[src/cdd_pkg.sv]
// Package for the centered direct DFT block: frame size, field widths,
// controller/datapath command and status structs, and the twiddle wave lookup.
// Used by cdd_ctrl, cdd_datapath and centered_direct_dft_unit.
`default_nettype none

package cdd_pkg;

   localparam int POINTS      = 64;
   localparam int LOG2_POINTS = $clog2(POINTS);
   localparam int HALF_POINTS = POINTS / 2;

   localparam int SAMPLE_W  = 16;
   localparam int FRAC_BITS = 15;
   localparam int BIN_W     = 6;
   localparam int REAL_W    = 23;
   localparam int MAG_W     = 22;

   localparam int PROD_W   = 2 * SAMPLE_W;
   localparam int ACC_W    = PROD_W + LOG2_POINTS;
   localparam int RE_W     = ACC_W - FRAC_BITS;
   localparam int RAD_W    = 2 * (RE_W - 1);
   localparam int SQ_STEPS = RAD_W / 2;
   localparam int ROOT_CW  = $clog2(SQ_STEPS);

   localparam int WAVE_W       = 6;
   localparam int WAVE_QUARTER = 16;
   localparam int WAVE_SHIFT   = WAVE_W - LOG2_POINTS;

   typedef logic [LOG2_POINTS-1:0] idx_type;
   typedef logic [BIN_W-1:0]       bin_type;
   typedef logic [ROOT_CW-1:0]     root_cnt_type;
   typedef logic [WAVE_W-1:0]      wave_idx_type;

   typedef struct packed {
      logic    load_wr;
      logic    mac_issue;
      logic    clear_acc;
      logic    sq_re;
      logic    sq_im;
      logic    rad_load;
      logic    root_step;
      logic    out_load;
      idx_type addr;
      idx_type phase;
      bin_type bin_index;
      logic    last_bin;
   } cmd_type;

   typedef struct packed {
      logic mac_busy;
      logic out_free;
   } status_type;

   localparam logic [16:0] QUARTER_SINE [17] = '{
      17'd0,     17'd3212,  17'd6393,  17'd9512,  17'd12540, 17'd15447,
      17'd18205, 17'd20788, 17'd23170, 17'd25330, 17'd27246, 17'd28899,
      17'd30274, 17'd31357, 17'd32138, 17'd32610, 17'd32768
   };

   // Q1.15 sine of 2*pi*j/64, clamped to the 16-bit signed range.
   function automatic logic signed [SAMPLE_W-1:0] wave_sin(input wave_idx_type j);
      logic [1:0]         q;
      logic [4:0]         r;
      logic [4:0]         r_mirror;
      logic signed [17:0] v;
      q        = j[5:4];
      r        = {1'b0, j[3:0]};
      r_mirror = 5'(WAVE_QUARTER) - r;
      case (q)
         2'd0:    v = signed'({1'b0, QUARTER_SINE[r]});
         2'd1:    v = signed'({1'b0, QUARTER_SINE[r_mirror]});
         2'd2:    v = -signed'({1'b0, QUARTER_SINE[r]});
         2'd3:    v = -signed'({1'b0, QUARTER_SINE[r_mirror]});
         default: v = '0;
      endcase
      if (v > 18'sd32767) begin
         v = 18'sd32767;
      end
      return v[SAMPLE_W-1:0];
   endfunction

endpackage

`default_nettype wire

[src/cdd_ctrl.sv]
// Controller of the centered direct DFT block: sample loading, the per-bin
// multiply-accumulate sweep, squaring, the root iterations and result hand-off.
// Depends on cdd_pkg for widths and the command and status structs.
`default_nettype none

module cdd_ctrl (
   input  wire                 clock,
   input  wire                 reset,
   input  wire                 req_valid,
   output logic                req_ready,
   input  cdd_pkg::status_type status,
   output cdd_pkg::cmd_type    cmd
);

   typedef enum logic [6:0] {
      ST_LOAD   = 7'b0000001,
      ST_MAC    = 7'b0000010,
      ST_DRAIN  = 7'b0000100,
      ST_SQ_IM  = 7'b0001000,
      ST_SQ_SUM = 7'b0010000,
      ST_ROOT   = 7'b0100000,
      ST_EMIT   = 7'b1000000
   } state_type;

   state_type             state_ff, state_in;
   cdd_pkg::idx_type      load_cnt_ff, load_cnt_in;
   cdd_pkg::idx_type      n_ff, n_in;
   cdd_pkg::idx_type      phase_ff, phase_in;
   cdd_pkg::idx_type      bin_ff, bin_in;
   cdd_pkg::root_cnt_type root_cnt_ff, root_cnt_in;
   cdd_pkg::idx_type      kmod;

   localparam cdd_pkg::idx_type LAST_IDX = cdd_pkg::idx_type'(cdd_pkg::POINTS - 1);
   localparam cdd_pkg::root_cnt_type LAST_ROOT =
      cdd_pkg::root_cnt_type'(cdd_pkg::SQ_STEPS - 1);

   assign kmod = bin_ff ^ cdd_pkg::idx_type'(cdd_pkg::HALF_POINTS);

   always_comb begin
      state_in    = state_ff;
      load_cnt_in = load_cnt_ff;
      n_in        = n_ff;
      phase_in    = phase_ff;
      bin_in      = bin_ff;
      root_cnt_in = root_cnt_ff;
      req_ready   = 1'b0;

      cmd           = '0;
      cmd.addr      = (state_ff == ST_LOAD) ? load_cnt_ff : n_ff;
      cmd.phase     = phase_ff;
      cmd.bin_index = cdd_pkg::bin_type'(bin_ff) -
                      cdd_pkg::bin_type'(cdd_pkg::HALF_POINTS);
      cmd.last_bin  = (bin_ff == LAST_IDX);

      case (state_ff)
         ST_LOAD: begin
            req_ready = 1'b1;
            if (req_valid) begin
               cmd.load_wr = 1'b1;
               load_cnt_in = load_cnt_ff + 1'b1;
               if (load_cnt_ff == LAST_IDX) begin
                  load_cnt_in   = '0;
                  bin_in        = '0;
                  n_in          = '0;
                  phase_in      = '0;
                  cmd.clear_acc = 1'b1;
                  state_in      = ST_MAC;
               end
            end
         end
         ST_MAC: begin
            cmd.mac_issue = 1'b1;
            n_in          = n_ff + 1'b1;
            phase_in      = phase_ff + kmod;
            if (n_ff == LAST_IDX) begin
               state_in = ST_DRAIN;
            end
         end
         ST_DRAIN: begin
            if (!status.mac_busy) begin
               cmd.sq_re = 1'b1;
               state_in  = ST_SQ_IM;
            end
         end
         ST_SQ_IM: begin
            cmd.sq_im = 1'b1;
            state_in  = ST_SQ_SUM;
         end
         ST_SQ_SUM: begin
            cmd.rad_load = 1'b1;
            root_cnt_in  = '0;
            state_in     = ST_ROOT;
         end
         ST_ROOT: begin
            cmd.root_step = 1'b1;
            root_cnt_in   = root_cnt_ff + 1'b1;
            if (root_cnt_ff == LAST_ROOT) begin
               state_in = ST_EMIT;
            end
         end
         ST_EMIT: begin
            if (status.out_free) begin
               cmd.out_load = 1'b1;
               if (bin_ff == LAST_IDX) begin
                  state_in = ST_LOAD;
               end else begin
                  bin_in        = bin_ff + 1'b1;
                  n_in          = '0;
                  phase_in      = '0;
                  cmd.clear_acc = 1'b1;
                  state_in      = ST_MAC;
               end
            end
         end
         default: begin
            state_in = ST_LOAD;
         end
      endcase
   end

   always_ff @(posedge clock) begin
      if (reset) begin
         state_ff    <= ST_LOAD;
         load_cnt_ff <= '0;
         n_ff        <= '0;
         phase_ff    <= '0;
         bin_ff      <= '0;
         root_cnt_ff <= '0;
      end else begin
         state_ff    <= state_in;
         load_cnt_ff <= load_cnt_in;
         n_ff        <= n_in;
         phase_ff    <= phase_in;
         bin_ff      <= bin_in;
         root_cnt_ff <= root_cnt_in;
      end
   end

endmodule

`default_nettype wire

[src/cdd_datapath.sv]
// Datapath of the centered direct DFT block: sample memory, twiddle lookup,
// pipelined multiply-accumulate, shared squarer, bit-serial root and output register.
// Depends on cdd_pkg; driven by the command struct from cdd_ctrl.
`default_nettype none

module cdd_datapath (
   input  wire                                clock,
   input  wire                                reset,
   input  cdd_pkg::cmd_type                   cmd,
   output cdd_pkg::status_type                status,
   input  wire signed [cdd_pkg::SAMPLE_W-1:0] req_sample,
   input  wire                                rsp_ready,
   output logic                               rsp_valid,
   output logic signed [cdd_pkg::BIN_W-1:0]   rsp_bin_index,
   output logic signed [cdd_pkg::REAL_W-1:0]  rsp_real_part,
   output logic signed [cdd_pkg::REAL_W-1:0]  rsp_imag_part,
   output logic        [cdd_pkg::MAG_W-1:0]   rsp_magnitude,
   output logic                               rsp_last_bin
);

   logic signed [cdd_pkg::SAMPLE_W-1:0] mem [cdd_pkg::POINTS];

   logic signed [cdd_pkg::SAMPLE_W-1:0] x_ff;
   logic signed [cdd_pkg::SAMPLE_W-1:0] cos_ff, cos_in;
   logic signed [cdd_pkg::SAMPLE_W-1:0] sin_ff, sin_in;
   logic                                v1_ff, v2_ff;
   logic signed [cdd_pkg::PROD_W-1:0]   prod_re_ff, prod_re_in;
   logic signed [cdd_pkg::PROD_W-1:0]   prod_im_ff, prod_im_in;
   logic signed [cdd_pkg::ACC_W-1:0]    acc_re_ff, acc_im_ff;
   cdd_pkg::wave_idx_type               wave_idx;

   logic signed [cdd_pkg::RE_W-1:0]     re, im, sq_op;
   logic signed [2*cdd_pkg::RE_W-1:0]   sq_prod;
   logic [cdd_pkg::RAD_W-1:0]           sq_ff, sum_ff;
   logic [cdd_pkg::RAD_W-1:0]           v_ff, res_ff, bit_ff;
   logic [cdd_pkg::RAD_W:0]             trial;
   logic                                rsp_valid_ff;
   logic signed [cdd_pkg::BIN_W-1:0]    rsp_bin_index_ff;
   logic signed [cdd_pkg::REAL_W-1:0]   rsp_real_part_ff;
   logic signed [cdd_pkg::REAL_W-1:0]   rsp_imag_part_ff;
   logic        [cdd_pkg::MAG_W-1:0]    rsp_magnitude_ff;
   logic                                rsp_last_bin_ff;

   // Twiddle lookup from the phase (n * k) mod POINTS.
   assign wave_idx = cdd_pkg::wave_idx_type'(cmd.phase) << cdd_pkg::WAVE_SHIFT;
   assign sin_in   = cdd_pkg::wave_sin(wave_idx);
   assign cos_in   = cdd_pkg::wave_sin(wave_idx +
                                       cdd_pkg::wave_idx_type'(cdd_pkg::WAVE_QUARTER));

   always_ff @(posedge clock) begin
      if (cmd.load_wr) begin
         mem[cmd.addr] <= req_sample;
      end
      if (cmd.mac_issue) begin
         x_ff   <= mem[cmd.addr];
         cos_ff <= cos_in;
         sin_ff <= sin_in;
      end
   end

   assign prod_re_in = x_ff * cos_ff;
   assign prod_im_in = x_ff * sin_ff;

   always_ff @(posedge clock) begin
      prod_re_ff <= prod_re_in;
      prod_im_ff <= prod_im_in;
      if (cmd.clear_acc) begin
         acc_re_ff <= '0;
         acc_im_ff <= '0;
      end else if (v2_ff) begin
         acc_re_ff <= acc_re_ff + cdd_pkg::ACC_W'(prod_re_ff);
         acc_im_ff <= acc_im_ff - cdd_pkg::ACC_W'(prod_im_ff);
      end
   end

   always_ff @(posedge clock) begin
      if (reset) begin
         v1_ff <= 1'b0;
         v2_ff <= 1'b0;
      end else begin
         v1_ff <= cmd.mac_issue;
         v2_ff <= v1_ff;
      end
   end

   // An arithmetic shift right by the fraction width is the floor division.
   assign re      = acc_re_ff[cdd_pkg::ACC_W-1:cdd_pkg::FRAC_BITS];
   assign im      = acc_im_ff[cdd_pkg::ACC_W-1:cdd_pkg::FRAC_BITS];
   assign sq_op   = cmd.sq_re ? re : im;
   assign sq_prod = sq_op * sq_op;
   assign trial   = {1'b0, res_ff} + {1'b0, bit_ff};

   always_ff @(posedge clock) begin
      if (cmd.sq_re || cmd.sq_im) begin
         sq_ff <= sq_prod[cdd_pkg::RAD_W-1:0];
      end
      if (cmd.sq_im) begin
         sum_ff <= sq_ff;
      end
      if (cmd.rad_load) begin
         v_ff   <= sum_ff + sq_ff;
         res_ff <= '0;
         bit_ff <= cdd_pkg::RAD_W'(1) << (cdd_pkg::RAD_W - 2);
      end else if (cmd.root_step) begin
         if ({1'b0, v_ff} >= trial) begin
            v_ff   <= v_ff - trial[cdd_pkg::RAD_W-1:0];
            res_ff <= (res_ff >> 1) + bit_ff;
         end else begin
            res_ff <= res_ff >> 1;
         end
         bit_ff <= bit_ff >> 2;
      end
   end

   always_ff @(posedge clock) begin
      if (cmd.out_load) begin
         rsp_bin_index_ff <= cmd.bin_index;
         rsp_real_part_ff <= cdd_pkg::REAL_W'(re);
         rsp_imag_part_ff <= cdd_pkg::REAL_W'(im);
         rsp_magnitude_ff <= cdd_pkg::MAG_W'(res_ff[cdd_pkg::SQ_STEPS-1:0]);
         rsp_last_bin_ff  <= cmd.last_bin;
      end
   end

   always_ff @(posedge clock) begin
      if (reset) begin
         rsp_valid_ff <= 1'b0;
      end else if (cmd.out_load) begin
         rsp_valid_ff <= 1'b1;
      end else if (rsp_ready) begin
         rsp_valid_ff <= 1'b0;
      end
   end

   assign rsp_valid       = rsp_valid_ff;
   assign rsp_bin_index   = rsp_bin_index_ff;
   assign rsp_real_part   = rsp_real_part_ff;
   assign rsp_imag_part   = rsp_imag_part_ff;
   assign rsp_magnitude   = rsp_magnitude_ff;
   assign rsp_last_bin    = rsp_last_bin_ff;
   assign status.mac_busy = v1_ff | v2_ff;
   assign status.out_free = !rsp_valid_ff || rsp_ready;

endmodule

`default_nettype wire

[src/centered_direct_dft_unit.sv]
// Top level of the centered direct DFT block: joins the controller and the
// datapath. Depends on cdd_pkg, cdd_ctrl and cdd_datapath.
//
// Usage: the req channel takes one signed Q1.15 sample per transfer; POINTS
// transfers make a frame. While loading, req_ready is high and one sample is
// taken per cycle while req_valid is high. After the last sample of a frame
// the block computes the bins k = -POINTS/2 .. POINTS/2-1 in order and offers
// each on the rsp channel with its real and imaginary sums, magnitude and a
// last_bin flag. Each bin is accumulated over the frame on the single
// multiply-accumulate unit; then its pipeline drains, the real and imaginary
// sums are squared, the one-bit-per-cycle square root runs, and the result is
// loaded into the output register. The output register holds a finished bin
// while the next one is computed; if rsp_ready stays low, the block waits to
// load the following bin. After the last bin is loaded into the output
// register, req_ready rises again. Synchronous reset clears the load count
// and all control state; no sample of an earlier frame is kept valid, and
// the sample memory is not cleared.
`default_nettype none

module centered_direct_dft_unit (
   input  wire                                clock,
   input  wire                                reset,
   input  wire                                req_valid,
   output logic                               req_ready,
   input  wire signed [cdd_pkg::SAMPLE_W-1:0] req_sample,
   output logic                               rsp_valid,
   input  wire                                rsp_ready,
   output logic signed [cdd_pkg::BIN_W-1:0]   rsp_bin_index,
   output logic signed [cdd_pkg::REAL_W-1:0]  rsp_real_part,
   output logic signed [cdd_pkg::REAL_W-1:0]  rsp_imag_part,
   output logic        [cdd_pkg::MAG_W-1:0]   rsp_magnitude,
   output logic                               rsp_last_bin
);

   cdd_pkg::cmd_type    cmd;
   cdd_pkg::status_type status;

   cdd_ctrl u_ctrl (
      .clock     (clock),
      .reset     (reset),
      .req_valid (req_valid),
      .req_ready (req_ready),
      .status    (status),
      .cmd       (cmd)
   );

   cdd_datapath u_datapath (
      .clock         (clock),
      .reset         (reset),
      .cmd           (cmd),
      .status        (status),
      .req_sample    (req_sample),
      .rsp_ready     (rsp_ready),
      .rsp_valid     (rsp_valid),
      .rsp_bin_index (rsp_bin_index),
      .rsp_real_part (rsp_real_part),
      .rsp_imag_part (rsp_imag_part),
      .rsp_magnitude (rsp_magnitude),
      .rsp_last_bin  (rsp_last_bin)
   );

   // A new result is loaded only when the held one is gone or leaving.
   a_out_load_free: assert property (@(posedge clock) disable iff (reset)
      cmd.out_load |-> (!rsp_valid || rsp_ready))
      else $error("result loaded over a pending transfer");

   // Squaring starts only after the accumulate pipeline has drained.
   a_sq_after_drain: assert property (@(posedge clock) disable iff (reset)
      cmd.sq_re |-> !status.mac_busy)
      else $error("squaring began before the accumulators settled");

   // An issued product is tracked by the pipeline in the next cycle.
   a_issue_tracked: assert property (@(posedge clock) disable iff (reset)
      cmd.mac_issue |=> status.mac_busy)
      else $error("issued product not tracked by the pipeline");

   // No sample is taken while a bin is being accumulated.
   a_no_load_in_mac: assert property (@(posedge clock) disable iff (reset)
      cmd.mac_issue |-> !req_ready)
      else $error("sample transfer possible during accumulation");

endmodule

`default_nettype wire

[config.mk]
export PLATFORM = sky130hd
export DESIGN_NAME = centered_direct_dft_unit
export DESIGN_NICKNAME = d
export VERILOG_FILES = /design/src/cdd_pkg.sv /design/src/cdd_ctrl.sv /design/src/cdd_datapath.sv /design/src/centered_direct_dft_unit.sv
export SDC_FILE = /design/constraint.sdc
export NUM_CORES = 2
export LEC_CHECK = 0
export ABC_CLOCK_PERIOD_IN_PS = 10920
export BUFFER_PORTS_ARGS = -buffer_cell sky130_fd_sc_hd__buf_4
export CAP_MARGIN = 40
export CORE_MARGIN = 4
export CORE_UTILIZATION = 45
export CTS_CLUSTER_SIZE = 28
export DETAILED_ROUTE_END_ITERATION = 6
export GPL_ROUTABILITY_DRIVEN = 0
export SETUP_SLACK_MARGIN = 0.15
export SLEW_MARGIN = 20
export SYNTH_ARGS = -nofsm -noshare
export SYNTH_HDL_FRONTEND = slang
export SYNTH_SLANG_ARGS = --single-unit
[constraint.sdc]
create_clock -name clock -period 10.92 [get_ports clock]
set_clock_uncertainty 0.2 [all_clocks]
set_input_delay 2.184 -clock clock [delete_from_list [all_inputs] [get_ports clock]]
set_output_delay 2.184 -clock clock [all_outputs]
set_load 0.02 [all_outputs]
* Word level (Yosys, flattened, before mapping)
Memories as Yosys holds them, arrays and structs flattened. A register that Yosys moved wholly into a read port is not among the register bits.
Cells that the tools add are included.
** Storage, ports and cells
- Bits in latches :: 0
- Output and inout bits :: 77
- Memories :: 5
- Flip-flop bits (word level) :: 484
- Memory bits (writable) :: 1024
- Word-level logic and storage cells :: 160
- Input bits :: 20
- Bits in read-only memories :: 2176
** Memory list
- u_datapath.mem :: depth 64, bits a word 16, read ports 1, clocked after memory_dff 1, wr ports 1, line cdd_datapath.sv:21 : logic signed [cdd_pkg::SAMPLE_W-1:0] mem [cdd_pkg::POINTS];
- (no name shown) :: depth 32, bits a word 17, read ports 1, clocked after memory_dff 0, wr ports 0, line cdd_pkg.sv:70 : 2'd0: v = signed'({1'b0, QUARTER_SINE[r]});
- (no name shown) :: depth 32, bits a word 17, read ports 1, clocked after memory_dff 0, wr ports 0, line cdd_pkg.sv:71 : 2'd1: v = signed'({1'b0, QUARTER_SINE[r_mirror]});
- (no name shown) :: depth 32, bits a word 17, read ports 1, clocked after memory_dff 0, wr ports 0, line cdd_pkg.sv:70
- (no name shown) :: depth 32, bits a word 17, read ports 1, clocked after memory_dff 0, wr ports 0, line cdd_pkg.sv:71
** Operators by class
- $mul :: 3
- Muxes and demuxes :: 55
- Div/mod/pow operators :: 0
- Order comparisons :: 7
- Shift-type cells :: 0
- Reduce and logical (&&, ||, !) cells :: 16
- Bitwise gates (word level) :: 6
- Equal/unequal tests :: 24
- Add/subtract/negate cells :: 19
** Operator list (count)
- $mux 44 :: 4
- $pmux 18 s4 :: 2
- $mux 17 :: 8
- $neg 17->18 :: 4
- $mul 16x16->32 :: 2
- $pmux 7 s7 :: 1
- $mux 6 :: 8
- $add 44x43->45 :: 1
- $ge 44x45->1 :: 1
- $add 43x43->44 :: 1
- $add 44x44->44 :: 1
- $mul 23x23->44 :: 1
- $sub 44x44->44 :: 1
- $mux 7 :: 6
- $add 38x32->38 :: 1
- $sub 38x32->38 :: 1
- $gt 18x16->1 const B :: 2
- $pmux 6 s3 :: 2
- $ge 6x6->1 const B :: 4
- $mux 23 :: 1
- $mux 1 :: 19
- $add 6x1->6 const B :: 3
- $eq 6x6->1 const B :: 3
- $not 4->6 :: 2
- other kinds (32) :: 51

* Depth between registers and ports, before layout
- Word-level depth :: 9
- Gate-level depth with buffers :: 33
- Mapped depth without buffers :: 31

* Cells and area by module
From an unflattened synthesis, not the netlist that was laid out.
** Second synthesis, totals
- Cells, all modules :: 9072
- Area total of the unflattened synthesis :: 102711.0 µm²
** Modules (own cells, without submodules)
- cdd_datapath :: times used 1, seq. area each 42530.8 µm², area each 100562.7 µm², cells an instance 8807
- cdd_ctrl :: times used 1, seq. area each 720.7 µm², area each 2148.3 µm², cells an instance 265

* Worst setup path after synthesis
OpenSTA, ideal clock, no wires.
- Kind :: register to register
- From :: reg u_ctrl.state_ff[5]
- To :: reg u_datapath.sq_ff[42] (netlist bit), data pin
- Stages on the path, launching flop included :: 33
- Required time :: 10456 ps
- Path slack :: 2443 ps
- Buffers on the path :: 3
- Clock period less this slack :: 8477 ps
- Setup time :: 264 ps
- Arrival :: 8013 ps
- Cell sequence :: dfxtp_1 nor3_1 nand4_1 clkbuf_1 buf_1 mux2_2 inv_1 clkbuf_1 nor2_1 fa_1 fa_1 inv_1 fa_1 inv_1 fa_1 inv_1 fa_1 inv_1 fa_1 inv_1 fa_1 inv_1 ha_1 o21ai_0 o21bai_1 a21oi_1 o211ai_1 a31oi_1 a2111oi_0 nor2_1 o21ai_0 a221oi_1 xnor2_1
** On the way
- Cells in the longest elaborated chain, start to end :: 4
** RTL lines
- start: declaration :: line cdd_ctrl.sv:25 : state_type state_ff, state_in;
- start signal: assignment :: line cdd_ctrl.sv:130 : state_ff <= state_in;
- $eq 7x3->1 :: line cdd_ctrl.sv:55 : case (state_ff)
- $mux 1 :: line cdd_ctrl.sv:55
- $mux 23 :: line cdd_datapath.sv:89 : assign sq_op = cmd.sq_re ? re : im;
- $mul 23x23->44 :: line cdd_datapath.sv:90 : assign sq_prod = sq_op * sq_op;
- via u_datapath.sq_prod, one bit :: line cdd_datapath.sv:33 : logic signed [2*cdd_pkg::RE_W-1:0] sq_prod;
- end signal: assignment :: line cdd_datapath.sv:95 : sq_ff <= sq_prod[cdd_pkg::RAD_W-1:0];
- end: declaration :: line cdd_datapath.sv:34 : logic [cdd_pkg::RAD_W-1:0] sq_ff, sum_ff;
The timed path passes the listed nets, and every way through them passes these cells.
A chain may end at the register's enable or synchronous reset.

* Worst setup path in the final report
Same ends and word-level chain as after synthesis.

==> run summary <==
Area Overhead vs Synth: 10.1%
Syn Area/Cell: 11.3 µm²
relative slew slack: 0.389
Rows: 175
critical path class: register to register
Least-Margin Pin Slew: 0.914 ns
crit path DAT: 10.15 ns
Req. time, crit path: 11.27 ns
Crit. End Element: register
Crit-path slowest cell: a31oi_1
largest net degree at the start of global routing: 97
Ports: 97
Synth Cell Area: 103000 µm²
post-synthesis net count: 10.7k
CTS tree: built
nets@finish: 10.8k
Filler Cell Count: 20.2k
Synthesis Warnings: 0
Synth area leader: edfxtp_1
final hold slack: 0.250 ns
Initial Util: 0.453
Clock Latency Late Sink: 0.86 ns
Worst Path Max Fanout: 23
main flop type after synthesis: edfxtp_1
antenna violations before repair: 7
Num CTS Buffers: 166
Max Cap Viol: 0
post-route ant nets: 0
P_leak: 45.6 nW
post-route minimum period: 9.80 ns
synth cell count leaders: inv_1 (1285), edfxtp_1 (1277), fa_1 (1022)
register area share after synthesis: 0.419
layout cells sized above 1: 0.0710
Cell variety after synth: 93
Total GRT Usage: 0.243
DR iter-0 viols: 6130
Residual DRC: 0
DR pass1 iterations: 6
ys async rst share: 0
vias in the first global route: 72.1k
area of the multi-input gates: 53600 µm²
RSZ-0062 raised after global routing: false
detailed placer's ending HPWL: 202000 µm
Setup TNS: 0 ns
die width: 487 µm
Routed WL: 288000 µm
Period Utilization, post-route: 0.897
fin. max-slew vios: 0
Vias: 70.3k
Cells after Synth: 9128
VDD IR max: 0.167 mV
HP Class: register to register
slowest cell delay on critical path: 0.66 ns
DR WL/cell: 23.3 µm
f_max: 102 MHz
count leader, synth: inv_1
Synth top area share: 0.372
CP Launch Type: register
post-CTS resize count: 0
clock buffer depth: 3
IO Port Bufs: 96
root buf cell: clkbuf_16
Via density: 5.69
Setup Viol. Count Final: 0
die area: 237000 µm²
buffer and inverter count on the worst path: 9
register bit total from synthesis: 1522
H-tree lvl count: 4
number of flops mapped to enable cells by yosys: 1277
Area contributors post-synth: edfxtp_1 (37%), fa_1 (20%), ha_1 (6.2%), dfxtp_1 (4.8%), inv_1 (4.7%)
Power Density: 162 nW/µm²
Die Y: 487 µm
kind of cell adding the most delay to the critical path: adder cells
postcts setup bufs: 0
GR Overflow Total: 0
first-pass GRT wire length: 440000 µm
final hold violation count: 0
Core Box Area: 228000 µm²
status: complete, no violations
fin util: 0.498
clock slew at reported path FFs: 0.06 ns
clk sink count: 1522
# hold bufs at CTS: 0
Storage cell area: 43300 µm²
through the flow:
stage | instances | worst slack (ns) | cell area, µm² | power [mW]
final | 12367 | 1.12 | 113000 | 18.4
after global routing | 12364 | 0.637 | 113000 | 19.4
after CTS | 12349 | 1.18 | 113000 | 18.5
after detailed placement | 12043 | 1.24 | 108000 | 12.8
after global placement | 12031 | 1.54 | 108000 | 12.7
after floorplan | 9128 | 2.44 | 103000 | 10.9
state kept, by name, indices dropped and copies added (netlist names), 7 cells and up:
name and flops:
u_datapath.prod_re_ff 32, u_ctrl.state_ff 7, u_datapath.acc_re_ff 38, u_datapath.prod_im_ff 32
u_datapath.mem 1024, u_datapath.sum_ff 43, u_datapath.x_ff 16, u_datapath.res_ff 44
u_datapath.sin_ff 16, u_datapath.rsp_real_part 23, u_datapath.rsp_imag_part 23, u_datapath.cos_ff 16
u_datapath.v_ff 44, u_datapath.bit_ff 22, u_datapath.rsp_magnitude 22, u_datapath.acc_im_ff 38
u_datapath.sq_ff 43
cell type report:
type                       count  share of cell area
multi-input combinational   5934               0.472
sequential                  1522               0.381
inverter                    1288              0.0426
clock buffer                 203              0.0384
tap                         3009              0.0332
timing repair buffer         303              0.0217
clock inverter               103              0.0111
antenna                        5            0.000110
cells by family after synthesis:
kind of cell    share of synthesized area
compound gates                      0.117
xor+xnor                           0.0309
fa+ha+maj                           0.261
buf+inv                            0.0625
flops                               0.419
mux                                0.0135
simple gates                       0.0967
path summary, 6_finish.rpt:
path	startpoint	slack (ns)	to	cells past startpoint
hold / removal	u_datapath.sq_ff[20]	0.25	u_datapath.sum_ff[20]	0
hold reg to reg	u_datapath.sq_ff[20]	0.25	u_datapath.sum_ff[20]	0
setup / recovery	u_ctrl.state_ff[5]	1.12	u_datapath.sq_ff[42]	31
setup reg to reg	u_ctrl.state_ff[5]	1.12	u_datapath.sq_ff[42]	31
cells in the final DEF, fill, tap and decap left out, drive strengths merged, types with 54 or more instances in the layout:
master  synthesis  layout
nor2b          54      54
a21o          128     128
clkinv          3      79
o21ai         302     302
nor3           73      73
buf           128     302
a21oi         351     351
nand3         140     140
and2          221     221
a221oi        108     108
xor2          124     124
edfxtp       1277    1277
clkbuf        256     204
ha            512     512
nand4          70      70
nor2          524     524
inv          1285    1290
xnor2         240     240
a22oi         274     274
nand2b         79      79
a31oi         153     153
nand2         802     802
a22o           89      89
dfxtp         245     245
fa           1022    1022
mux2i         106     106
where the power goes:
part           internal, mW  leakage [nW]  switching, mW
registers              6.62          13.5          0.290
clock network          3.25          2.70           2.48
logic                  2.19          29.4           3.59
total                  12.1          45.6           6.36
metal layers:
metal / part of all wire / up-vias / GRT usage
met2: 0.48 / 2474 / 0.402
met3: 0.064 / 434 / 0.0368
li1: - / 31641 / -
met4: 0.044 / 2 / 0.0960
met1: 0.41 / 35785 / 0.322
met5: 0.000055 / - / 0
Power figures use the tool's default switching activity.
